[config.mk]
export PLATFORM = sky130hd
export DESIGN_NAME = drawing_tablet_serial_port
export DESIGN_NICKNAME = d
export VERILOG_FILES = /design/src/rtl/dtsp_pkg.sv /design/src/rtl/dtsp_scale.sv /design/src/rtl/dtsp_ctrl.sv /design/src/rtl/drawing_tablet_serial_port.sv
export SDC_FILE = /design/constraint.sdc
export NUM_CORES = 1
export LEC_CHECK = 0
export BUFFER_PORTS_ARGS = -buffer_cell sky130_fd_sc_hd__buf_2
export CORE_UTILIZATION = 60
export DETAILED_ROUTE_END_ITERATION = 12
export PLACE_DENSITY = 0.79
export SLEW_MARGIN = 40
export SYNTH_ARGS = -nofsm -noshare
export SYNTH_HDL_FRONTEND = slang
export SYNTH_SLANG_ARGS = --single-unit
[constraint.sdc]
create_clock -name clock -period 11.8 [get_ports clock]
set_input_delay 1.77 -clock clock [delete_from_list [all_inputs] [get_ports clock]]
set_output_delay 1.77 -clock clock [all_outputs]
set_load 0.05 [all_outputs]
[src/rtl/dtsp_pkg.sv]
// Package with the shared types and constants of the drawing tablet serial port.
package dtsp_pkg;

   // Width of the packed frame latch.
   localparam int unsigned LATCH_W = 19;

   // Request codes.
   localparam logic REQ_WRITE = 1'b0;
   localparam logic REQ_READ  = 1'b1;

   // Status codes returned on a read.
   localparam logic [3:0] STATUS_NONE  = 4'd0;
   localparam logic [3:0] STATUS_READY = 4'd4;
   localparam logic [3:0] STATUS_DATA  = 4'd8;

   // Coordinate scaling constants.
   localparam logic [3:0]  X_MUL     = 4'd15;
   localparam logic [8:0]  X_OFFSET  = 9'd8;
   localparam logic [8:0]  Y_RECIP   = 9'd273;
   localparam logic [3:0]  Y_DIV     = 4'd15;
   localparam logic [8:0]  Y_OFFSET  = 9'd14;
   localparam logic [8:0]  COORD_MAX = 9'd255;

   typedef logic [LATCH_W-1:0] latch_type;

   // Control from the item pipeline to the port state.
   typedef struct packed {
      logic       advance;
      logic       is_read;
      logic [1:0] control;
   } step_type;

endpackage

[src/rtl/dtsp_scale.sv]
// Coordinate scaling and frame packing for a capture write.
module dtsp_scale
   import dtsp_pkg::*;
(
   input  logic [7:0] pointer_x,
   input  logic [7:0] pointer_y,
   input  logic       left_button,
   input  logic       right_button,
   output latch_type  frame
);

   logic [11:0] x_prod;
   logic [8:0]  x_sum;
   logic [7:0]  x_scaled;
   logic [11:0] y_num;
   logic [20:0] y_prod;
   logic [8:0]  y_est;
   logic [11:0] y_rem;
   logic [8:0]  y_quot;
   logic [8:0]  y_diff;
   logic [7:0]  y_scaled;

   // X: floor(x * 15 / 16) + 8, saturated at 255.
   always_comb begin
      x_prod = {4'd0, pointer_x} * {8'd0, X_MUL};
      x_sum  = {1'b0, x_prod[11:4]} + X_OFFSET;
      x_scaled = (x_sum > COORD_MAX) ? COORD_MAX[7:0] : x_sum[7:0];
   end

   // Y: floor(y * 16 / 15) by a reciprocal estimate with one correction step, minus 14, clamped to 0..255.
   always_comb begin
      y_num  = {pointer_y, 4'd0};
      y_prod = {9'd0, y_num} * {12'd0, Y_RECIP};
      y_est  = y_prod[20:12];
      y_rem  = y_num - ({3'd0, y_est} * {8'd0, Y_DIV});
      y_quot = (y_rem >= {8'd0, Y_DIV}) ? y_est + 9'd1 : y_est;
      y_diff = y_quot - Y_OFFSET;
      if (y_quot < Y_OFFSET) begin
         y_scaled = 8'd0;
      end else if (y_diff > COORD_MAX) begin
         y_scaled = COORD_MAX[7:0];
      end else begin
         y_scaled = y_diff[7:0];
      end
   end

   // Pack x, y and the two buttons.
   assign frame = {1'b0, x_scaled, y_scaled, right_button, left_button};

endmodule

[src/rtl/dtsp_ctrl.sv]
// Port state: shift latch, status and last control bits.
module dtsp_ctrl
   import dtsp_pkg::*;
(
   input  logic       clock,
   input  logic       reset,
   input  step_type   step,
   input  latch_type  frame,
   output logic [3:0] read_value
);

   latch_type  latch_ff, latch_in;
   logic [3:0] status_ff, status_in;
   logic [1:0] last_ff, last_in;
   latch_type  shifted;

   // Next state for a write item; reads leave the state alone.
   always_comb begin
      latch_in  = latch_ff;
      status_in = status_ff;
      last_in   = last_ff;
      shifted   = (!last_ff[1] && step.control[1]) ?
                  {latch_ff[LATCH_W-2:0], 1'b0} : latch_ff;
      if (step.advance && !step.is_read) begin
         last_in = step.control;
         if (!step.control[0]) begin
            latch_in  = frame;
            status_in = STATUS_NONE;
         end else begin
            latch_in = shifted;
            if (!step.control[1]) begin
               status_in = STATUS_READY;
            end else begin
               status_in = shifted[LATCH_W-1] ? STATUS_NONE : STATUS_DATA;
            end
         end
      end
   end

   always_ff @(posedge clock) begin
      if (reset) begin
         latch_ff  <= '0;
         status_ff <= STATUS_NONE;
         last_ff   <= 2'd0;
      end else begin
         latch_ff  <= latch_in;
         status_ff <= status_in;
         last_ff   <= last_in;
      end
   end

   // A read sees the status only after a write with either control bit set.
   assign read_value = (last_ff != 2'd0) ? status_ff : STATUS_NONE;

endmodule

[src/rtl/drawing_tablet_serial_port.sv]
// Top level of the drawing tablet serial port: input register, state and result register.
// A read item's result is loaded into the result register as the item leaves the input
// register, and is held there until taken.
// Throughput: one item per cycle; a read item waits in the input register while an
// earlier result is not yet taken.
// Writes give no result and update the port state in the cycle after acceptance.
// Reset (synchronous, active high) clears the latch, status, control bits and valids.
module drawing_tablet_serial_port
   import dtsp_pkg::*;
(
   input  logic       clock,
   input  logic       reset,
   input  logic       req_valid,
   output logic       req_ready,
   input  logic       req_type,
   input  logic [7:0] req_write_data,
   input  logic [7:0] req_pointer_x,
   input  logic [7:0] req_pointer_y,
   input  logic       req_left_button,
   input  logic       req_right_button,
   output logic       rsp_valid,
   input  logic       rsp_ready,
   output logic [3:0] rsp_read_bits
);

   logic       in_valid_ff;
   logic       type_ff;
   logic [1:0] control_ff;
   logic [7:0] x_ff, y_ff;
   logic       left_ff, right_ff;
   logic       out_valid_ff, out_valid_in;
   logic [3:0] bits_ff;
   logic       advance;
   logic [3:0] read_value;
   latch_type  frame;
   step_type   step;

   // An item leaves the input register when it is a write or the result slot frees.
   assign advance   = in_valid_ff &&
                      (type_ff == REQ_WRITE || !out_valid_ff || rsp_ready);
   assign req_ready = !in_valid_ff || advance;

   // Input register.
   always_ff @(posedge clock) begin
      if (reset) begin
         in_valid_ff <= 1'b0;
      end else if (req_ready) begin
         in_valid_ff <= req_valid;
      end
   end

   always_ff @(posedge clock) begin
      if (req_valid && req_ready) begin
         type_ff    <= req_type;
         control_ff <= req_write_data[1:0];
         x_ff       <= req_pointer_x;
         y_ff       <= req_pointer_y;
         left_ff    <= req_left_button;
         right_ff   <= req_right_button;
      end
   end

   dtsp_scale u_scale (
      .pointer_x    (x_ff),
      .pointer_y    (y_ff),
      .left_button  (left_ff),
      .right_button (right_ff),
      .frame        (frame)
   );

   assign step = '{advance: advance, is_read: (type_ff == REQ_READ), control: control_ff};

   dtsp_ctrl u_ctrl (
      .clock      (clock),
      .reset      (reset),
      .step       (step),
      .frame      (frame),
      .read_value (read_value)
   );

   // Result register: loaded by a read item, emptied when taken.
   always_comb begin
      out_valid_in = out_valid_ff && !rsp_ready;
      if (advance && type_ff == REQ_READ) begin
         out_valid_in = 1'b1;
      end
   end

   always_ff @(posedge clock) begin
      if (reset) begin
         out_valid_ff <= 1'b0;
      end else begin
         out_valid_ff <= out_valid_in;
      end
   end

   always_ff @(posedge clock) begin
      if (advance && type_ff == REQ_READ) begin
         bits_ff <= read_value;
      end
   end

   assign rsp_valid     = out_valid_ff;
   assign rsp_read_bits = bits_ff;

   // A result only ever carries one of the three status codes.
   a_status_code: assert property (@(posedge clock) disable iff (reset)
      out_valid_ff |-> (bits_ff == STATUS_NONE || bits_ff == STATUS_READY ||
                        bits_ff == STATUS_DATA))
      else $error("result carries an unknown status code");

   // A held item in the input register is never dropped.
   a_hold_item: assert property (@(posedge clock) disable iff (reset)
      (in_valid_ff && !advance) |=> in_valid_ff)
      else $error("stalled item lost from the input register");

   // A write item never fills an empty result register.
   a_write_no_rsp: assert property (@(posedge clock) disable iff (reset)
      (advance && type_ff == REQ_WRITE && !out_valid_ff) |=> !out_valid_ff)
      else $error("write item produced a result");

   // A waiting result that is not taken stays in place.
   a_rsp_hold: assert property (@(posedge clock) disable iff (reset)
      (out_valid_ff && !rsp_ready) |=> (out_valid_ff && $stable(bits_ff)))
      else $error("waiting result changed");

endmodule

Word-level counts from Yosys, hierarchy flattened:

Cells that the tools add are included.
Widths: inputs -> output; s select.

* register bits: 52
* word-level logic and storage cells: 52

* $add $sub $neg: 4
* multipliers: 3
* $lt $le $gt $ge: 4
* eq/ne operators: 1
* muxes and demuxes: 10
* bitwise operators: 1
* reduce and logical (&&, ||, !) cells: 16

Operators by type and width (number)
* $mux 19: 2
* $mux 8: 3
* $gt 9x8->1 const B: 2
* $mul 8x9->17 const B: 1
* $ge 12x4->1 const B: 1
* $mul 8x4->12 const B: 1
* $mul 9x4->12 const B: 1
* $mux 4: 3
* $sub 12x12->12: 1
* $add 8x4->9 const B: 1
* $add 9x1->9 const B: 1
* $lt 9x4->1 const B: 1
* $mux 9: 1
* $sub 9x4->9 const B: 1
* $logic_and 1x1->1: 6
* $logic_not 1->1: 5
* $logic_or 1x1->1: 3
* $ne 2x1->1 const B: 1
* $reduce_and 2->1: 1
* $reduce_bool 2->1: 1
* $mux 1: 1
* $not 1->1: 1

Longest topological paths before layout:

Gate-level depths: netlist of run 1.

* word-level depth: 10
* depth in mapped cells: 38

By module:

A second synthesis of run 1 with hierarchy kept.

* cells, all modules: 578
* area total of the unflattened synthesis: 5471.5 µm²

Modules (own cells, without submodules)
* dtsp_scale: instances 1, cells each 383, area each 3126.7 µm²
* dtsp_ctrl: instances 1, cells each 158, area each 1490.2 µm²
* drawing_tablet_serial_port: instances 1, cells each 37, area each 854.6 µm²

Least setup slack after synthesis of run 1:

OpenSTA, ideal clock, no wires.

* path type: flip-flop to flip-flop
* start point: register y_ff[7]
* end point: register u_ctrl.latch_ff[5]
* arrival: 8.065 ns
* data required time: 11.726 ns
* path slack: 3.661 ns
* cell stages (with the launch flop): 37
* path buffers: 2
* cell sequence: edfxtp_1 -> ha_1 -> inv_1 -> fa_1 -> inv_1 -> ha_1 -> ha_1 -> and4_1 -> a211oi_2 -> o21ai_2 -> xnor2_1 -> inv_1 -> ha_1 -> ha_1 -> fa_1 -> inv_1 -> fa_1 -> inv_1 -> ha_1 -> buf_6 -> a21o_1 -> a31o_1 -> a222oi_1 -> and4_1 -> and4_1 -> buf_6 -> nand2_2 -> mux2i_1 -> inv_1 -> ha_1 -> a211oi_1 -> xnor2_1 -> mux2i_1 -> xnor2_1 -> nand4_1 -> a31o_2 -> a31oi_1

* longest elaborated chain between the ends: 10
* elaborated cells on any way between the ends: 12
* those cells by class: add/sub: 3; mul: 2; order compare: 3; mux: 4

Ends and longest elaborated chain
* start: declaration: line drawing_tablet_serial_port.sv:29 `logic [7:0] x_ff, y_ff;`
* start signal: assignment: line drawing_tablet_serial_port.sv:57 `y_ff <= req_pointer_y;`
* $mul 8x9->17: line dtsp_scale.sv:33 `y_prod = {9'd0, y_num} * {12'd0, Y_RECIP};`
* $mul 9x4->12: line dtsp_scale.sv:35 `y_rem = y_num - ({3'd0, y_est} * {8'd0, Y_DIV});`
* $sub 12x12->12: line dtsp_scale.sv:35
* $ge 12x4->1: line dtsp_scale.sv:36 `y_quot = (y_rem >= {8'd0, Y_DIV}) ? y_est + 9'd1 : y_est;`
* $mux 9 *: line dtsp_scale.sv:36
* $sub 9x4->9: line dtsp_scale.sv:37 `y_diff = y_quot - Y_OFFSET;`
* $gt 9x8->1: line dtsp_scale.sv:40 `end else if (y_diff > COORD_MAX) begin`
* $mux 8: line dtsp_scale.sv:40
* $mux 8 *: line dtsp_scale.sv:38 `if (y_quot < Y_OFFSET) begin`
* $mux 19 *: line dtsp_ctrl.sv:26 `if (!step.control[0]) begin`
* end signal: assignment: line dtsp_ctrl.sv:46 `latch_ff <= latch_in;`
* end: declaration: line dtsp_ctrl.sv:12 `latch_type latch_ff, latch_in;`

Every way passes the cells marked *; elsewhere a longest branch is shown, timed or not.
A chain may end at the register's enable or synchronous reset.

Worst setup path in the final report of run 1:

* start point: register y_ff[7]
* end point: register u_ctrl.latch_ff[3]

The elaborated chain is that of the path after synthesis.

==> results of run 1 <==
[kinds of logic after synthesis]
| logic type | Yosys count |
|---|---|
| buffers and inverters | 75 |
| DFF | 48 |
| muxes | 7 |
| other | 1 |
| adders and majority gates | 82 |
| and+or+nand+nor | 149 |
| AOI/OAI and AO/OA | 156 |
| xor gates and xnor gates | 45 |
[metal layers]
metal	part of all wire, %	global-route usage, %
met5	0	0
met2	48	43.6
met3	4.7	3.48
met1	46	32.6
met4	1.3	4.74
[per-stage QoR]
stage | utilization (%) | instances | setup WS [ns] | cell area (sq um) | total power (W)
floorplan | - | 564 | 3.66 | 5070 | 0.00121
global placement | 64.1 | 680 | 2.78 | 5240 | 0.00136
detailed placement | 64.1 | 680 | 2.47 | 5240 | 0.00140
CTS | 65.5 | 688 | 2.42 | 5360 | 0.00153
global route | 65.5 | 688 | 1.61 | 5360 | 0.00171
finish | 65.5 | 688 | 2.35 | 5360 | 0.00156
[state kept, by name, summed over array words and instances (netlist names)]
| name | cells |
|---|---|
| control_ff | 2 |
| in_valid_ff | 1 |
| left_ff | 1 |
| right_ff | 1 |
| rsp_read_bits | 2 |
| rsp_valid | 1 |
| type_ff | 1 |
| u_ctrl.last_ff | 2 |
| u_ctrl.latch_ff | 19 |
| u_ctrl.status_ff | 2 |
| x_ff | 8 |
| y_ff | 8 |
[final cells by class]
cell class	instances	area [sq um]
Inverter	56	211
Multi-Input combinational cell	441	3550
Sequential cell	48	1190
Tap cell	105	131
Fill cell	674	2820
Clock buffer	5	68.8
Timing Repair Buffer	30	155
Clock inverter	3	47.5
[critical path: cells and delay by family, from the launching register on]
kind | cells | cell delay (ns)
buf+inv | 6 | 0.55
simple gates | 5 | 1.23
xor+xnor | 3 | 1.03
compound gates | 8 | 2.13
flops | 1 | 0.53
mux | 2 | 0.37
fa+ha+maj | 10 | 3.53
[path summary, 6_finish.rpt]
check | startpoint | cells past startpoint | endpoint
max reg2reg | y_ff[7] | 34 | u_ctrl.latch_ff[3]
max | y_ff[7] | 34 | u_ctrl.latch_ff[3]
min reg2reg | u_ctrl.status_ff[2] | 2 | u_ctrl.status_ff[2]
min | u_ctrl.status_ff[2] | 2 | u_ctrl.status_ff[2]
[power by group]
| part | leakage (nW) | switching [W] | internal, W |
|---|---|---|---|
| Clock | 0.0583 | 0.0000590 | 0.0000639 |
| Combinational | 1.89 | 0.000746 | 0.000497 |
| Sequential | 0.428 | 0.00000859 | 0.000184 |
| Total | 2.38 | 0.000813 | 0.000745 |
[cell usage in the layout, fill, tap and decap left out, types with 5 or more instances in the layout]
master,n
mux2i_1,6
nand2_1,45
nand3_1,8
clkbuf_8,5
nor2_1,36
a211o_1,8
xnor2_1,27
and3_1,7
nand4_1,6
a21oi_1,39
a211oi_1,5
nand2b_1,5
and2_1,5
ha_1,59
edfxtp_1,23
fa_1,23
nor3_1,8
a31oi_1,11
dfxtp_1,25
inv_1,54
buf_2,28
a21o_1,9
nand3b_1,5
o21ai_0,20
xor2_1,14
nor2b_1,6
==> reports/metrics.cfg, run 1 <==
[cells_and_area]
drive_above_1_share_pct=10.8
layout.nets=695
areaGrowthSynthToFinish_pct=5.81
n_antenna_cell=0

[floorplan]
rows=33
ios=37
dieArea_sq_um=8810
start_util_pct=61.9
fp.dieH_microns=93.9
die_w_microns=93.9
core_sq_um=8180

[synthesis]
synth_area_sq_um=5060
synth_edf_count=23
synth_top_family_by_area=adder cells
async_flop_share_pct=0
yosysSeqAreaShare_pct=23.5
muxShareOfSynthArea_pct=1.41
synth_xor_area_share_pct=8.38
postSynthCellCount=563
yosysMostFrequentCell=ha_1
yosys_warnings=0
ys.flop_type=dfxtp_1
yosysUniqueCellTypes=82
ys_seq_elements=48
synth_simple_gate_area_share_pct=14.6
synth_compound_area_share_pct=21.8
synth_commonest_cells=59 x ha_1, 54 x inv_1, 45 x nand2_1, 39 x a21oi_1, 36 x nor2_1
synth_top_area_share_pct=14.6
synthAdderAreaFrac_pct=23.7
avgSynthCellArea_sq_um=8.99
yosysTopAreaCell=ha_1
synthTopCellsByArea=ha_1 15%, edfxtp_1 14%, dfxtp_1 9.9%, fa_1 9.1%, xnor2_1 4.7%

[clock_network]
clockBufferDepth=2
cts_sinks=48
cts_tree=yes
cts_resized=0
path_clk_slew_ns=0.10
hold_buffers=0
htreeDepth=2
cts_root_buffer=clkbuf_8
insertion_delay_ns=0.31
cts_buffers=5
post-cts-setup-buffer-count=0

[outcome]
outcome=finished clean

[timing]
setup_viol=0
period_share_pct=80.1
whs_ns=0.456
drv_slew=0
clock_skew_ns=0.0136
max_freq_mhz=106
hold_violations=0
tightest_slew_ns=0.758
rsz0062_at_grt=false
min_period_ns=9.45
setup_tns_ns=0
maxSlewHeadroom_pct=49.1

[setup_path]
critPathMaxStageDelay_ns=0.64
r2r_slack_ns=2.35
crit_type=reg -> reg
cpMaxStageDelayCell=xnor2_1
critPathMostFrequentCell=ha_1
crit_path_end_kind=flop
start_kind=flop
required_ns=12.04
arrival_ns=9.69
worst-path-max-fanout=9

[drt]
finalWirelength_mm=10.4
vias=4234
drcViolationCount=0
detail-route-antenna-nets=0
drt_first_pass_iters=4
viasPerCell=6.15
wl_per_cell_microns=15.1
first_iter_violations=252

[global_route]
antenna_found_initial=0
grt_pass1_vias=3963
overflow=0
grt_max_degree=26
grt_pass1_wl_mm=17.5
track_usage_pct=24.9

[pwr]
vdd.ir_drop.worst_mv=0.273
p_per_area_nw_per_um2=291
leakage_nw=2.38

[place]
dp_hpwl_mm=8.16
port_buffers=28
gp_congestion=0.892

[hold_path]
hp-class=reg -> reg

[job]
drv_cap=0

No activity file was read; power rests on OpenSTA's default activity.
==> run 2, diff against run 1 <==
==> constraint.sdc (replaced) <==
create_clock -name clock -period 9.4 [get_ports clock]
set_input_delay 1.41 -clock clock [delete_from_list [all_inputs] [get_ports clock]]
set_output_delay 1.41 -clock clock [all_outputs]
set_load 0.05 [all_outputs]
==> reports/metrics.cfg, run 2 (synthesis gave the netlist of run 1 again) <==
[outcome]
outcome=finished clean

[clock_network]
htreeDepth=2  ; unchanged
cts_sinks=48  ; unchanged
path_clk_slew_ns=0.09  ; about the same
hold_buffers=0  ; unchanged
cts_tree=yes
clockBufferDepth=2  ; unchanged
insertion_delay_ns=0.31  ; about the same
cts_root_buffer=clkbuf_8
cts_buffers=5  ; unchanged

[setup_path]
arrival_ns=9.00  ; -0.69 ns
cpMaxStageDelayCell=fa_1
crit_type=reg -> reg
r2r_cells=34  ; unchanged
regToRegStartpoint=y_ff[7]
worst-path-max-fanout=10  ; +1
path_delay_family=adder cells
r2r_slack_ns=0.64  ; -1.70 ns
reg2reg_to=u_ctrl.latch_ff[5]
critPathMostFrequentCell=ha_1
required_ns=9.64  ; -2.40 ns
start_kind=flop
critPathMaxStageDelay_ns=0.53  ; -0.11 ns
crit_path_end_kind=flop
crit_buf_inv=6  ; unchanged

[timing]
maxSlewHeadroom_pct=57.7  ; +8.6 points
hold_violations=0  ; unchanged
clock_skew_ns=0.0102  ; -0.00336 ns
rsz0062_at_grt=false
tightest_slew_ns=0.632  ; -0.126 ns
min_period_ns=8.76  ; -0.696 ns
setup_tns_ns=0  ; unchanged
drv_slew=0  ; unchanged
setup_viol=0  ; unchanged
max_freq_mhz=114  ; +7.9%
period_share_pct=93.2  ; +13 points

[cells_and_area]
fin_area_sq_um=5390  ; +0.61%
top_register=u_ctrl.latch_ff
n_antenna_cell=0  ; unchanged
seq_area_sq_um=1190  ; unchanged
largest_register_ffs=19  ; unchanged
nFillCells=679  ; +0.74%
layout_common_cells=59 x ha_1, 54 x inv_1, 45 x nand2_1, 39 x a21oi_1, 36 x nor2_1
top_regs=u_ctrl.latch_ff (19), x_ff (8), y_ff (8)
multi_input_area_sq_um=3560  ; +0.14%
final_common_cell=ha_1
layout.nets=699  ; +0.58%
drive_above_1_share_pct=11.6  ; +0.78 points
areaGrowthSynthToFinish_pct=6.45

[floorplan]
ios=37  ; unchanged
core_sq_um=8180  ; unchanged
dieArea_sq_um=8810  ; unchanged
die_w_microns=93.9  ; unchanged
fp.dieH_microns=93.9  ; unchanged
start_util_pct=61.9  ; unchanged
rows=33  ; unchanged

[job]
drv_cap=0  ; unchanged

[place]
dp_hpwl_mm=8.29  ; +1.7%
port_buffers=28  ; unchanged
gp_congestion=0.888  ; -0.40%
placed_area_sq_um=5260  ; +0.29%

[global_route]
track_usage_pct=25.3  ; +0.42 points
grt_pass1_vias=3983  ; +0.50%
antenna_found_initial=0  ; unchanged
grt_max_degree=26  ; unchanged
grt_pass1_wl_mm=17.8  ; +2.0%
overflow=0  ; unchanged

[drt]
viasPerCell=6.07  ; -1.3%
vias=4202  ; -0.76%
detail-route-antenna-nets=0  ; unchanged
wl_per_cell_microns=15.1  ; -0.19%
drcViolationCount=0  ; unchanged
drt_first_pass_iters=5  ; +1
finalWirelength_mm=10.4  ; +0.39%
first_iter_violations=240  ; -4.8%

[hold_path]
worstHoldEndpoint=u_ctrl.latch_ff[12]
hold_depth=2  ; unchanged
hold_start=u_ctrl.latch_ff[12]
hp-class=reg -> reg

[pwr]
vdd.ir_drop.worst_mv=0.350  ; +28%
p_per_area_nw_per_um2=365  ; +26%
leakage_nw=2.40  ; +0.88%

[run 2: cell count changes in the layout (fill, tap and decap cells not counted)]
cell	before	now
a211oi_2	2	3
buf_4	2	6
clkinv_4	2	0
inv_6	0	1
inv_4	0	1
a211oi_1	5	4
[run 2: stage by stage]
stage,util (%),hold slack [ns],cells,total power [W],worst slack [ns]
floorplan,-,0.432,564,0.00151,1.26
finish,65.9,0.463,692,0.00197,0.643
global placement,64.3,0.441,682,0.00171,0.653
CTS,65.7,0.462,690,0.00194,0.463
global route,65.9,0.489,692,0.00217,0.0786
detailed placement,64.3,0.449,682,0.00178,0.494
[run 2: area by class of cell]
class / instances / share of cell area [%]
Multi-Input combinational cell: 441 / 66.0
Sequential cell: 48 / 22.1
Inverter: 56 / 3.92
Timing Repair Buffer: 34 / 3.44
Tap cell: 105 / 2.44
Clock buffer: 5 / 1.28
Clock inverter: 3 / 0.836
[run 2: worst max path at each step]
stage,startpoint,to,slack [ns],cells after the start
floorplan,y_ff[7],u_ctrl.latch_ff[5],1.26,36
detailed placement,y_ff[7],u_ctrl.latch_ff[5],0.49,35
global route,y_ff[7],u_ctrl.latch_ff[2],0.08,35
finish,y_ff[7],u_ctrl.latch_ff[5],0.64,34
CTS,y_ff[7],u_ctrl.latch_ff[5],0.46,35
global placement,y_ff[7],u_ctrl.latch_ff[3],0.65,35
[run 2: what timing repair did]
action | in CTS | in global routing
setup endpoints to repair | 0 | 8
setup buffers | 0 | 2
resized for setup | 0 | 1
[run 2: report_power, final]
group | leakage [nW] | internal (W) | switching (W)
combinational | 1.91 | 0.000631 | 0.000943
clock | 0.0591 | 0.0000804 | 0.0000727
sequential | 0.428 | 0.000231 | 0.0000105
total | 2.40 | 0.000943 | 0.00103
[run 2: layer usage]
layer	global-route usage, %	part of all wire, %
met4	6.15	1.3
met1	33.7	47
met2	42.4	47
met5	0	0
met3	4.45	4.9
[run 2: worst register-to-register path: cells and delay by family (launching register included)]
| kind | cells | cell delay (ns) |
|---|---|---|
| buf+inv | 6 | 0.66 |
| simple gates | 6 | 1.62 |
| compound gates | 8 | 1.97 |
| mux | 1 | 0.24 |
| fa+ha+maj | 9 | 2.96 |
| flops | 1 | 0.39 |
| xor+xnor | 4 | 0.87 |
